### src/rtl/miller_rabin_round_defines.svh
// ----------------------------------------------------------------------------
// miller_rabin_round assertion macros
// Shared concurrent assertion helpers, clocked on clk and disabled in reset.
// ----------------------------------------------------------------------------
`ifndef MILLER_RABIN_ROUND_DEFINES_SVH
`define MILLER_RABIN_ROUND_DEFINES_SVH

// same-cycle implication
`define MRR_ASSERT_IMP(lbl, ante, cons, msg) \
  lbl: assert property (@(posedge clk) disable iff (!rst_n) (ante) |-> (cons)) else $error(msg);

// next-cycle implication
`define MRR_ASSERT_NXT(lbl, ante, cons, msg) \
  lbl: assert property (@(posedge clk) disable iff (!rst_n) (ante) |=> (cons)) else $error(msg);

`endif

### src/rtl/mrr_pkg.sv
// ----------------------------------------------------------------------------
// mrr_pkg
// Types and constants shared by the Miller-Rabin round controller and datapath.
// ----------------------------------------------------------------------------
`default_nettype none

package mrr_pkg;

  localparam int WIDTH = 64;

  typedef logic [WIDTH-1:0] word_t;

  typedef enum logic [3:0] {
    S_IDLE,
    S_CHECK,
    S_STRIP,
    S_RED_GO,
    S_RED_WAIT,
    S_POW,
    S_MULR_GO,
    S_MULR_WAIT,
    S_NEXT,
    S_SQB_GO,
    S_SQB_WAIT,
    S_LOOP,
    S_SQV_GO,
    S_SQV_WAIT,
    S_FIN,
    S_DONE
  } mrr_state_t;

  // modular multiply operand/destination selection
  typedef enum logic [1:0] {
    MM_RED,   // 1 * w  -> b   (reduces witness)
    MM_MULR,  // res * b -> res
    MM_SQB,   // b * b  -> b
    MM_SQV    // res * res -> res, t doubles
  } mm_op_t;

  typedef struct packed {
    logic   load;
    logic   set_trivial;
    logic   shift_e;
    logic   t_load;
    logic   mm_start;
    logic   mm_commit;
    mm_op_t mm_op;
    logic   set_final;
  } mrr_cmd_t;

  typedef struct packed {
    logic trivial;
    logic e_lsb;
    logic e_zero;
    logic e_hi_zero;
    logic mm_done;
    logic t_eq_nm1;
    logic v_is_one;
    logic v_is_nm1;
  } mrr_stat_t;

endpackage

`default_nettype wire

### src/rtl/mrr_mulmod.sv
// ----------------------------------------------------------------------------
// mrr_mulmod
// Add-and-double modular multiplier, one multiplier bit per cycle.
// ----------------------------------------------------------------------------
`default_nettype none

`include "miller_rabin_round_defines.svh"

module mrr_mulmod import mrr_pkg::*; (
  input  wire logic  clk,
  input  wire logic  rst_n,
  input  wire logic  start,
  input  wire word_t x,
  input  wire word_t y,
  input  wire word_t m,
  output logic       done,
  output word_t      result
);

  logic  busy_r, busy_nxt;
  word_t acc_r, acc_nxt;
  word_t dbl_r, dbl_nxt;
  word_t y_r, y_nxt;

  logic [WIDTH:0] acc_sum, dbl_sum, m_ext;

  // operands stay below m, so one conditional subtract suffices
  assign m_ext   = {1'b0, m};
  assign acc_sum = {1'b0, acc_r} + {1'b0, dbl_r};
  assign dbl_sum = {1'b0, dbl_r} + {1'b0, dbl_r};

  assign done   = busy_r && (y_r == '0);
  assign result = acc_r;

  always_comb begin
    busy_nxt = busy_r;
    acc_nxt  = acc_r;
    dbl_nxt  = dbl_r;
    y_nxt    = y_r;
    if (start) begin
      busy_nxt = 1'b1;
      acc_nxt  = '0;
      dbl_nxt  = x;
      y_nxt    = y;
    end else if (done) begin
      busy_nxt = 1'b0;
    end else if (busy_r) begin
      if (y_r[0]) begin
        acc_nxt = (acc_sum >= m_ext) ? WIDTH'(acc_sum - m_ext) : acc_sum[WIDTH-1:0];
      end
      dbl_nxt = (dbl_sum >= m_ext) ? WIDTH'(dbl_sum - m_ext) : dbl_sum[WIDTH-1:0];
      y_nxt   = {1'b0, y_r[WIDTH-1:1]};
    end
  end

  always_ff @(posedge clk) begin
    if (!rst_n) begin
      busy_r <= 1'b0;
    end else begin
      busy_r <= busy_nxt;
    end
  end

  always_ff @(posedge clk) begin
    acc_r <= acc_nxt;
    dbl_r <= dbl_nxt;
    y_r   <= y_nxt;
  end

  `MRR_ASSERT_IMP(a_no_restart, start, !busy_r, "mulmod restarted while busy")
  `MRR_ASSERT_NXT(a_done_once, done, !done, "mulmod done held more than one cycle")
  `MRR_ASSERT_NXT(a_start_busy, start, busy_r, "mulmod not busy after start")

endmodule

`default_nettype wire

### src/rtl/mrr_datapath.sv
// ----------------------------------------------------------------------------
// mrr_datapath
// Operand registers, exponent and squaring counters, verdict and multiplier.
// ----------------------------------------------------------------------------
`default_nettype none

module mrr_datapath import mrr_pkg::*; (
  input  wire logic     clk,
  input  wire logic     rst_n,
  input  wire mrr_cmd_t cmd,
  input  wire word_t    candidate,
  input  wire word_t    witness,
  output mrr_stat_t     stat,
  output logic          verdict
);

  word_t n_r, n_nxt;
  word_t w_r, w_nxt;
  word_t nm1_r, nm1_nxt;
  word_t e_r, e_nxt;
  word_t t_r, t_nxt;
  word_t b_r, b_nxt;
  word_t res_r, res_nxt;
  logic  verdict_r, verdict_nxt;

  word_t mm_x, mm_y, mm_result;
  logic  mm_done;
  logic  n_le1, n_is2;

  assign n_le1 = (n_r[WIDTH-1:1] == '0);
  assign n_is2 = (n_r == WIDTH'(2));

  always_comb begin
    unique case (cmd.mm_op)
      MM_RED:  begin mm_x = WIDTH'(1); mm_y = w_r;   end
      MM_MULR: begin mm_x = res_r;     mm_y = b_r;   end
      MM_SQB:  begin mm_x = b_r;       mm_y = b_r;   end
      MM_SQV:  begin mm_x = res_r;     mm_y = res_r; end
      default: begin mm_x = res_r;     mm_y = res_r; end
    endcase
  end

  mrr_mulmod u_mulmod (
    .clk    (clk),
    .rst_n  (rst_n),
    .start  (cmd.mm_start),
    .x      (mm_x),
    .y      (mm_y),
    .m      (n_r),
    .done   (mm_done),
    .result (mm_result)
  );

  always_comb begin
    n_nxt       = n_r;
    w_nxt       = w_r;
    nm1_nxt     = nm1_r;
    e_nxt       = e_r;
    t_nxt       = t_r;
    b_nxt       = b_r;
    res_nxt     = res_r;
    verdict_nxt = verdict_r;
    if (cmd.load) begin
      n_nxt   = candidate;
      w_nxt   = witness;
      nm1_nxt = candidate - WIDTH'(1);
      e_nxt   = candidate - WIDTH'(1);
      res_nxt = WIDTH'(1);
    end
    if (cmd.set_trivial) verdict_nxt = n_is2;
    if (cmd.shift_e)     e_nxt = {1'b0, e_r[WIDTH-1:1]};
    if (cmd.t_load)      t_nxt = e_r;
    if (cmd.mm_commit) begin
      unique case (cmd.mm_op)
        MM_RED:  b_nxt = mm_result;
        MM_MULR: res_nxt = mm_result;
        MM_SQB:  b_nxt = mm_result;
        MM_SQV: begin
          res_nxt = mm_result;
          t_nxt   = {t_r[WIDTH-2:0], 1'b0};
        end
        default: res_nxt = mm_result;
      endcase
    end
    if (cmd.set_final) verdict_nxt = (res_r == nm1_r) || t_r[0];
  end

  always_ff @(posedge clk) begin
    n_r       <= n_nxt;
    w_r       <= w_nxt;
    nm1_r     <= nm1_nxt;
    e_r       <= e_nxt;
    t_r       <= t_nxt;
    b_r       <= b_nxt;
    res_r     <= res_nxt;
    verdict_r <= verdict_nxt;
  end

  assign stat.trivial   = n_le1 || !n_r[0];
  assign stat.e_lsb     = e_r[0];
  assign stat.e_zero    = (e_r == '0);
  assign stat.e_hi_zero = (e_r[WIDTH-1:1] == '0);
  assign stat.mm_done   = mm_done;
  assign stat.t_eq_nm1  = (t_r == nm1_r);
  assign stat.v_is_one  = (res_r == WIDTH'(1));
  assign stat.v_is_nm1  = (res_r == nm1_r);

  assign verdict = verdict_r;

endmodule

`default_nettype wire

### src/rtl/mrr_ctrl.sv
// ----------------------------------------------------------------------------
// mrr_ctrl
// Sequencer for trivial checks, exponent walk and the squaring loop.
// ----------------------------------------------------------------------------
`default_nettype none

`include "miller_rabin_round_defines.svh"

module mrr_ctrl import mrr_pkg::*; (
  input  wire logic      clk,
  input  wire logic      rst_n,
  input  wire logic      start,
  input  wire mrr_stat_t stat,
  output mrr_cmd_t       cmd,
  output logic           busy,
  output logic           out_valid
);

  mrr_state_t state_r, state_nxt;
  logic       in_wait;
  logic       decide;

  always_comb begin
    state_nxt = state_r;
    unique case (state_r)
      S_IDLE:      if (start) state_nxt = S_CHECK;
      S_CHECK:     state_nxt = stat.trivial ? S_DONE : S_STRIP;
      S_STRIP:     if (stat.e_lsb) state_nxt = S_RED_GO;
      S_RED_GO:    state_nxt = S_RED_WAIT;
      S_RED_WAIT:  if (stat.mm_done) state_nxt = S_POW;
      S_POW: begin
        priority if (stat.e_zero) state_nxt = S_LOOP;
        else if (stat.e_lsb)      state_nxt = S_MULR_GO;
        else                      state_nxt = S_NEXT;
      end
      S_MULR_GO:   state_nxt = S_MULR_WAIT;
      S_MULR_WAIT: if (stat.mm_done) state_nxt = S_NEXT;
      S_NEXT:      state_nxt = stat.e_hi_zero ? S_LOOP : S_SQB_GO;
      S_SQB_GO:    state_nxt = S_SQB_WAIT;
      S_SQB_WAIT:  if (stat.mm_done) state_nxt = S_POW;
      S_LOOP: begin
        if (stat.t_eq_nm1 || stat.v_is_one || stat.v_is_nm1) state_nxt = S_FIN;
        else state_nxt = S_SQV_GO;
      end
      S_SQV_GO:    state_nxt = S_SQV_WAIT;
      S_SQV_WAIT:  if (stat.mm_done) state_nxt = S_LOOP;
      S_FIN:       state_nxt = S_DONE;
      S_DONE:      state_nxt = S_IDLE;
      default:     state_nxt = S_IDLE;
    endcase
  end

  always_comb begin
    cmd       = '0;
    cmd.mm_op = MM_RED;
    out_valid = 1'b0;
    unique case (state_r)
      S_IDLE:      cmd.load = start;
      S_CHECK:     cmd.set_trivial = 1'b1;
      S_STRIP: begin
        cmd.t_load  = stat.e_lsb;
        cmd.shift_e = !stat.e_lsb;
      end
      S_RED_GO:    cmd.mm_start = 1'b1;
      S_RED_WAIT:  cmd.mm_commit = stat.mm_done;
      S_POW:       cmd.mm_op = MM_MULR;
      S_MULR_GO: begin
        cmd.mm_op    = MM_MULR;
        cmd.mm_start = 1'b1;
      end
      S_MULR_WAIT: begin
        cmd.mm_op     = MM_MULR;
        cmd.mm_commit = stat.mm_done;
      end
      S_NEXT:      cmd.shift_e = 1'b1;
      S_SQB_GO: begin
        cmd.mm_op    = MM_SQB;
        cmd.mm_start = 1'b1;
      end
      S_SQB_WAIT: begin
        cmd.mm_op     = MM_SQB;
        cmd.mm_commit = stat.mm_done;
      end
      S_LOOP:      cmd.mm_op = MM_SQV;
      S_SQV_GO: begin
        cmd.mm_op    = MM_SQV;
        cmd.mm_start = 1'b1;
      end
      S_SQV_WAIT: begin
        cmd.mm_op     = MM_SQV;
        cmd.mm_commit = stat.mm_done;
      end
      S_FIN:       cmd.set_final = 1'b1;
      S_DONE:      out_valid = 1'b1;
      default:     out_valid = 1'b0;
    endcase
  end

  always_ff @(posedge clk) begin
    if (!rst_n) begin
      state_r <= S_IDLE;
    end else begin
      state_r <= state_nxt;
    end
  end

  assign busy = (state_r != S_IDLE);

  assign in_wait = (state_r == S_RED_WAIT) || (state_r == S_MULR_WAIT) ||
                   (state_r == S_SQB_WAIT) || (state_r == S_SQV_WAIT);
  assign decide  = (state_r == S_FIN) || (state_r == S_CHECK);

  `MRR_ASSERT_IMP(a_done_in_wait, stat.mm_done, in_wait, "multiply done outside a wait state")
  `MRR_ASSERT_IMP(a_start_idle_unit, cmd.mm_start, !stat.mm_done, "multiply issued while unit finishing")
  `MRR_ASSERT_NXT(a_done_path, !decide, state_r != S_DONE, "verdict word without a decision")

endmodule

`default_nettype wire

### src/rtl/miller_rabin_round.sv
// ----------------------------------------------------------------------------
// miller_rabin_round
// One Miller-Rabin round on a 64-bit candidate with a caller-chosen witness.
// ----------------------------------------------------------------------------
// Usage:
//   Drive in_candidate and in_witness and raise start while busy is low; the
//   word is taken at that clock edge and busy stays high until the verdict.
//   out_passes_round is valid for the single cycle out_valid is high; the
//   receiver cannot stall, so the result must be captured in that cycle.
// Sequencing:
//   Candidates 0, 1, 2 and even numbers go from the check state straight to
//   the done state, and busy falls after out_valid. Otherwise each modular
//   multiply takes an issue state, one multiplier bit per cycle and a done
//   strobe high for a single cycle. A round takes one reduction of the
//   witness, at most a multiply and a squaring per exponent bit of the odd
//   part d, and up to r squarings. One word at a time; start again once
//   busy falls.
// Reset:
//   Synchronous active-low rst_n returns the sequencer to idle and drops any
//   round in progress; no result is produced for it.
// ----------------------------------------------------------------------------
`default_nettype none

module miller_rabin_round import mrr_pkg::*; (
  input  wire logic  clk,
  input  wire logic  rst_n,
  input  wire logic  start,
  output logic       busy,
  input  wire word_t in_candidate,
  input  wire word_t in_witness,
  output logic       out_valid,
  output logic       out_passes_round
);

  mrr_cmd_t  cmd;
  mrr_stat_t stat;

  mrr_ctrl u_ctrl (
    .clk       (clk),
    .rst_n     (rst_n),
    .start     (start),
    .stat      (stat),
    .cmd       (cmd),
    .busy      (busy),
    .out_valid (out_valid)
  );

  mrr_datapath u_datapath (
    .clk       (clk),
    .rst_n     (rst_n),
    .cmd       (cmd),
    .candidate (in_candidate),
    .witness   (in_witness),
    .stat      (stat),
    .verdict   (out_passes_round)
  );

endmodule

`default_nettype wire
### config.mk
export PLATFORM = sky130hd
export DESIGN_NAME = miller_rabin_round
export DESIGN_NICKNAME = d
export VERILOG_FILES = /design/src/rtl/mrr_pkg.sv /design/src/rtl/mrr_mulmod.sv /design/src/rtl/mrr_datapath.sv /design/src/rtl/mrr_ctrl.sv /design/src/rtl/miller_rabin_round.sv
export VERILOG_INCLUDE_DIRS = /design/src /design/src/rtl
export SDC_FILE = /design/constraint.sdc
export NUM_CORES = 2
export LEC_CHECK = 0
export ABC_AREA = 0
export CAP_MARGIN = 20
export CORE_AREA = 4 4 265 267
export CTS_BUF_LIST = sky130_fd_sc_hd__clkbuf_4 sky130_fd_sc_hd__clkbuf_8
export DETAILED_ROUTE_END_ITERATION = 8
export DIE_AREA = 0 0 269 271
export DONT_BUFFER_PORTS = 1
export PLACE_DENSITY = 0.86
export SKIP_CTS_REPAIR_TIMING = 1
export SLEW_MARGIN = 40
export SYNTH_ARGS = -nofsm -noshare
export SYNTH_HDL_FRONTEND = slang
export SYNTH_SLANG_ARGS = --single-unit
### constraint.sdc
create_clock -name clk -period 9.2 [get_ports clk]
set_clock_uncertainty 0.1 [all_clocks]
set_input_delay 0.46 -clock clk [delete_from_list [all_inputs] [get_ports clk]]
set_output_delay 0.46 -clock clk [all_outputs]
set_load 0.1 [all_outputs]
---- Yosys cells after proc, flatten, opt, wreduce, memory -nomap -nowiden ----
Cells that the tools add are included.
word-level totals
  register bits ........................... 646
cells by class
  add/sub/neg operators ................... 5
  $lt $le $gt $ge ......................... 2
  equal/unequal tests ..................... 28
  multiplexer cells ....................... 42
  bitwise logic cells ..................... 1
  reductions and logical operators ........ 31
operators by type and width
  cell                                                   number
  2-to-1 mux 64 bit                                      14
  one-hot mux 64 bit (3 select lines)                    2
  adder 64 x 64 -> 65 bit                                2
  >= comparator 65 x 64 -> 1 bit                         2
  equality test 64 bit                                   2
  logical NOT 64 bit                                     2
  subtractor 64 bit                                      2
  logical NOT 63 bit                                     2
  2-to-1 mux 63 bit                                      2
  equality test 64 x 1 -> 1 bit (second input constant)  1
  equality test 64 x 2 -> 1 bit (second input constant)  1
  subtractor 64 x 1 -> 64 bit (second input constant)    1
  one-hot mux 4 bit (15 select lines)                    1
  equality test 4 bit (second input constant)            8
  2-to-1 mux 4 bit                                       8
  equality test 4 x 3 -> 1 bit (second input constant)   4
  2-to-1 mux 1 bit                                       11
  OR reduction 2 bit                                     5
  equality test 4 x 2 -> 1 bit (second input constant)   2
  != test 2 x 1 -> 1 bit (second input constant)         4
  nonzero test 2 bit                                     4
  OR reduction 4 bit                                     2
  one-hot mux 2 bit (3 select lines)                     1
  OR reduction 3 bit                                     2
  other kinds (16)                                       24

---- Depth between registers and ports, before layout ----
  depth in word-level cells ............... 7
  gate-level depth with buffers ........... 27

---- Hierarchy ----
Synthesis repeated with hierarchy kept, for this count alone.
unflattened totals
  cell total of the unflattened synthesis .. 4,403
  area total of the unflattened synthesis .. 41,731.3 µm²
by module, submodules not included
  module        times used  cells each  area each (µm²)  sequential area each (µm²)
  mrr_datapath  1           1,845       20,767.4         12,191.7
  mrr_mulmod    1           2,479       20,342.0         5,144.9
  mrr_ctrl      1           79          621.8            80.1

---- Worst setup path before layout ----
No wires, ideal clock.
  path kind ............................... register -> register
  start ................................... register u_datapath.u_mulmod.dbl_r[9]
  end ..................................... register u_datapath.u_mulmod.acc_r[1], in the netlist u_datapath.u_mulmod.result[1]
  setup time .............................. 91 ps
  data arrival time ....................... 5,413 ps
  slack ................................... 3,596 ps
  cell stages (with the launch flop) ...... 26
  period minus slack after synthesis ...... 5,604 ps
  cells stage by stage .................... edfxtp_1 ha_1 clkbuf_1 nand4_1 nor4_1 nor2_1 a21oi_1 a31oi_1 o21ai_0 nand3_1 o21ai_0 xor2_1 ha_1 clkbuf_1 a21o_1 a21o_1 a21oi_1 and3_1 a21oi_1 nand4b_1 o41a_1 o31ai_1 clkbuf_1 clkbuf_1 nand2_1 a311oi_1
between the ends
  word-level cells in the longest chain between the ends .. 3
RTL lines
  what                            line              RTL
  start, declared                 mrr_mulmod.sv:22  word_t dbl_r, dbl_nxt;
  start signal, assigned          mrr_mulmod.sv:66  dbl_r <= dbl_nxt;
  adder 64 x 64 -> 65 bit         mrr_mulmod.sv:29  assign acc_sum = {1'b0, acc_r} + {1'b0, dbl_r};
  >= comparator 65 x 64 -> 1 bit  mrr_mulmod.sv:49  acc_nxt = (acc_sum >= m_ext) ? WIDTH'(acc_sum - m_ext) : acc_sum[WIDTH-1:0];
  2-to-1 mux 64 bit               mrr_mulmod.sv:49
  end signal, assigned            mrr_mulmod.sv:65  acc_r <= acc_nxt;
  end, declared                   mrr_mulmod.sv:21  word_t acc_r, acc_nxt;
Every way passes these cells.
A chain may end at the register's enable or synchronous reset.

---- Worst setup path after layout ----
  start ................................... register u_datapath.u_mulmod.dbl_r[1]
  end ..................................... register u_datapath.u_mulmod.acc_r[48], in the netlist u_datapath.u_mulmod.result[48]
between the ends
  word-level cells in the longest chain between the ends .. 3
  elaborated cells on any way between the ends .. 4
  classes of those cells .................. 2 x add/sub; 1 x order compare; 1 x mux
RTL lines
  what                                                                 line
  adder 64 x 64 -> 65 bit *                                            mrr_mulmod.sv:29
  subtractor 64 bit or >= comparator 65 x 64 -> 1 bit (tied branches)  mrr_mulmod.sv:49
  2-to-1 mux 64 bit *                                                  mrr_mulmod.sv:49
Every way passes the cells marked *; elsewhere a longest branch is shown, timed or not.

==> results.sh <==
export IMPL_slew_headroom_pct=37.93
export IMPL_die_y_um=271
export IMPL_yosysSeqAreaShare_pct=43.27
export IMPL_die_w_um=269
export IMPL_synthTopCellsByArea="edfxtp_1, dfxtp_1, ha_1, a21oi_1, xor2_1"
export IMPL_end_kind="register"
export IMPL_finalHoldViolCount=3
export IMPL_grt_pass1_vias=33690
export IMPL_dp_hpwl_mm=108.8
export IMPL_finalCritPeriodShare_pct=81.86
export IMPL_synth_seq_cells=646
export IMPL_slew_violations=0
export IMPL_vias=37160
export IMPL_dr_pass1_iters=8
export IMPL_use_met3_pct=12.25
export IMPL_hp_class="in2reg"
export IMPL_grt_usage_pct=37.97
export IMPL_cp_slowest_cell="buf_4"
export IMPL_synth_xor_xnor_area_share_pct=8.023
export IMPL_synth_mux_area_share_pct=4.616
export IMPL_utilization_pct=65.08
export IMPL_cts_root_buf="clkbuf_8"
export IMPL_outcome="finished, violations left"
export IMPL_netlist_area_mm2=0.04025
export IMPL_worst_skew_pair_late_latency_ns=0.76
export IMPL_drt_total_wl_mm=153.3
export IMPL_start_kind="register"
export IMPL_io_buffers=0
export IMPL_area_growth_pct=10.11
export IMPL_grt_max_degree=123
export IMPL_clock_fmax_mhz=132.8
export IMPL_syn_instance_count=4291
export IMPL_avgRoutedWirePerCell_um=29.09
export IMPL_ant_nets=0
export IMPL_fin_crit_ns=7.531
export IMPL_drcViolationCount=0
export IMPL_cts_max_level=3
export IMPL_crit_type="reg2reg"
export IMPL_setup_violations_final=0
export IMPL_syn_nets=4622
export IMPL_whs_ns=-0.01982
export IMPL_yosys_most_used_dff="edfxtp_1"
export IMPL_cts_tree="built"
export IMPL_max_slew_worst_pin_slew_ns=0.9291
export IMPL_crit_arrival_ns=8.05
export IMPL_crit_path_max_fanout=66
export IMPL_initial_utilization_pct=59.10
export IMPL_synth_adder_area_share_pct=6.273
export IMPL_cpMostUsedCell="nor2_1"
export IMPL_drt_vias_per_instance=7.051
export IMPL_core_mm2=0.06811
export IMPL_rows=96
export IMPL_synth_edf_count=448
export IMPL_clock_sinks=646
export IMPL_nets=4625
export IMPL_drive_gt1_share_pct=7.831
export IMPL_violations="negative hold slack"
export IMPL_critPathRequiredTime_ns=9.72
export IMPL_max_cap_viol_count=0
export IMPL_cts_made_buffers=100
export IMPL_max_stage_delay_ns=0.68
export IMPL_synth_top_family_by_area="compound AO/OA/AOI/OAI gates"
export IMPL_busiest_layer="met2"
export IMPL_cts_buffer_depth=3
export IMPL_async_flop_share_pct=0
export IMPL_grt_pass1_wl_mm=207.8
export IMPL_fin_setup_tns_ns=0
export IMPL_grt_ovfl_total=0
export IMPL_syn_area_per_cell_um2=9.380
export IMPL_drt_iter0_markers=6087
export IMPL_dieArea_mm2=0.07290
export IMPL_met1_usage_pct=45.63
export IMPL_synth_area_leader_cell="edfxtp_1"
export IMPL_rsz0062_at_grt="no"
export IMPL_synth_compound_area_share_pct=19.46
export IMPL_synth_simple_area_share_pct=14.65
export IMPL_yosysWarnings=0
export IMPL_path_clk_slew_ns=0.07
export IMPL_synth_top_area_share_pct=33.42
export IMPL_cp_top_family="compound AO/OA/AOI/OAI gates"
export IMPL_cp_buffers_inverters=2
export IMPL_grt_met2_usage_pct=57.02
export IMPL_boundaryPins=134
export IMPL_synth_cell_type_count=88
export IMPL_gp_congestion=1.078
export IMPL_antenna_found_initial=11
## cells in the final DEF, fill, tap and decap left out, drive strengths merged, types with 59 or more instances in the layout
cell,Yosys,layout
ha,197,197
nand2,448,448
dfxtp,198,198
nor2,296,296
mux2,61,61
xor2,224,224
mux2i,117,117
nand3,64,64
o22ai,59,59
a21o,119,119
inv,126,131
nand4,85,85
dlygate4sd3,0,130
nor4,123,123
xnor2,143,143
edfxtp,448,448
a22oi,130,130
a21oi,396,396
clkbuf,238,147
o21ai,300,300
## sequential cells by signal, indices dropped and copies added, names as in the netlist
register,flops
u_ctrl.state_r,4
u_datapath.b_r,64
u_datapath.e_r,64
u_datapath.n_r,64
u_datapath.nm1_r,64
u_datapath.res_r,64
u_datapath.t_r,64
u_datapath.u_mulmod.busy_r,1
u_datapath.u_mulmod.dbl_r,64
u_datapath.u_mulmod.result,64
u_datapath.u_mulmod.y_r,64
u_datapath.verdict,1
u_datapath.w_r,64
## worst register-to-register path, cell delays in order (launching register included)
cell,delay (ns)
edfxtp_1,0.49
ha_1,0.35
a211oi_1,0.23
nor2_1,0.16
o311ai_0,0.58
o21ai_0,0.44
a311o_1,0.54
nor3_1,0.50
nor2_1,0.13
a31oi_1,0.27
o21ai_0,0.16
xor2_1,0.20
ha_1,0.51
nand4_1,0.14
nor4_1,0.26
nand3_1,0.23
o311ai_0,0.33
a221oi_1,0.10
nand2_1,0.09
a31oi_1,0.07
o31ai_4,0.12
buf_4,0.68
or2_2,0.38
inv_1,0.06
a221oi_1,0.24
nor2_1,0.06
## cells in the mapped netlist (6+ instances only)
cell type    n
buf_1       16
o41ai_1      8
nand4_1     85
nand3_1     63
o21ai_0    300
a22oi_1    130
inv_1      125
and3_1      21
o21bai_1    32
and4_1       9
a211oi_1    28
mux2_2      61
dfxtp_1    198
or2_2       16
a21boi_0     9
nor3_1      55
and2_1      15
nor4_1     123
ha_1       197
o21a_1      24
a221oi_1     7
nor2_1     295
nand2_1    448
o22ai_1     59
edfxtp_1   448
a31oi_1     44
clkbuf_1   236
o221a_2      6
a311oi_1    20
nand3b_1     7
nand2b_1    28
xnor2_1    141
or3_1       20
a21oi_1    396
a31o_2       7
o211ai_1    17
a21o_1     119
xor2_1     224
o31ai_1     13
mux2i_1    117
nor2b_1     27
## layout make-up
| cell class | count | area [um2] |
|---|---|---|
| fillers | 5096 | 23790 |
| multi-input cells | 3260 | 21500 |
| flip-flops and latches | 646 | 17420 |
| clock buffers | 147 | 1817 |
| repair buffers | 160 | 1623 |
| well taps | 882 | 1104 |
| inverters | 126 | 488.0 |
| clock inverters | 41 | 355.3 |
| diodes | 8 | 20.02 |
## logic make-up after synthesis
logic type,Yosys count
AO/OA/AOI/OAI,1270
AND/OR/NAND/NOR,1245
flip-flops,646
buffers and inverters,385
XOR/XNOR,367
adder cells (fa/ha/maj),200
multiplexers,178
## per-layer routing
metal	vias to the layer above	share of wire [%]
met4	4	10
met5	-	0.025
li1	15960	-
met2	3065	43
met3	844	14
met1	17290	33
## stage by stage
step / std cells / hold WS (ns) / worst slack, ns / area, um2
finish: 5270 / -0.01982 / 1.669 / 44320
global route: 5266 / -0.01250 / 1.475 / 44310
CTS: 5131 / -0.3233 / 1.970 / 42950
detailed placement: 4943 / 0.3828 / 1.984 / 40780
global placement: 4939 / 0.3690 / 2.143 / 40640
floorplan: 4291 / 0.3507 / 3.596 / 40250
## final timing paths
path	from	endpoint	slack, ns	cells after the start
min	in_candidate[46]	u_datapath.nm1_r[47]$_DFFE_PP_	-0.02	3
max	u_datapath.u_mulmod.dbl_r[1]$_DFFE_PP_	u_datapath.u_mulmod.result[48]$_SDFFE_PN0P_	1.67	25
max reg2reg	u_datapath.u_mulmod.dbl_r[1]$_DFFE_PP_	u_datapath.u_mulmod.result[48]$_SDFFE_PN0P_	1.67	25
min reg2reg	u_datapath.u_mulmod.result[2]$_SDFFE_PN0P_	u_datapath.u_mulmod.result[2]$_SDFFE_PN0P_	0.41	2
Power is left out: the tool's default activity adds up to more than one toggle a clock period on the data nets, which glitch-free logic cannot reach.
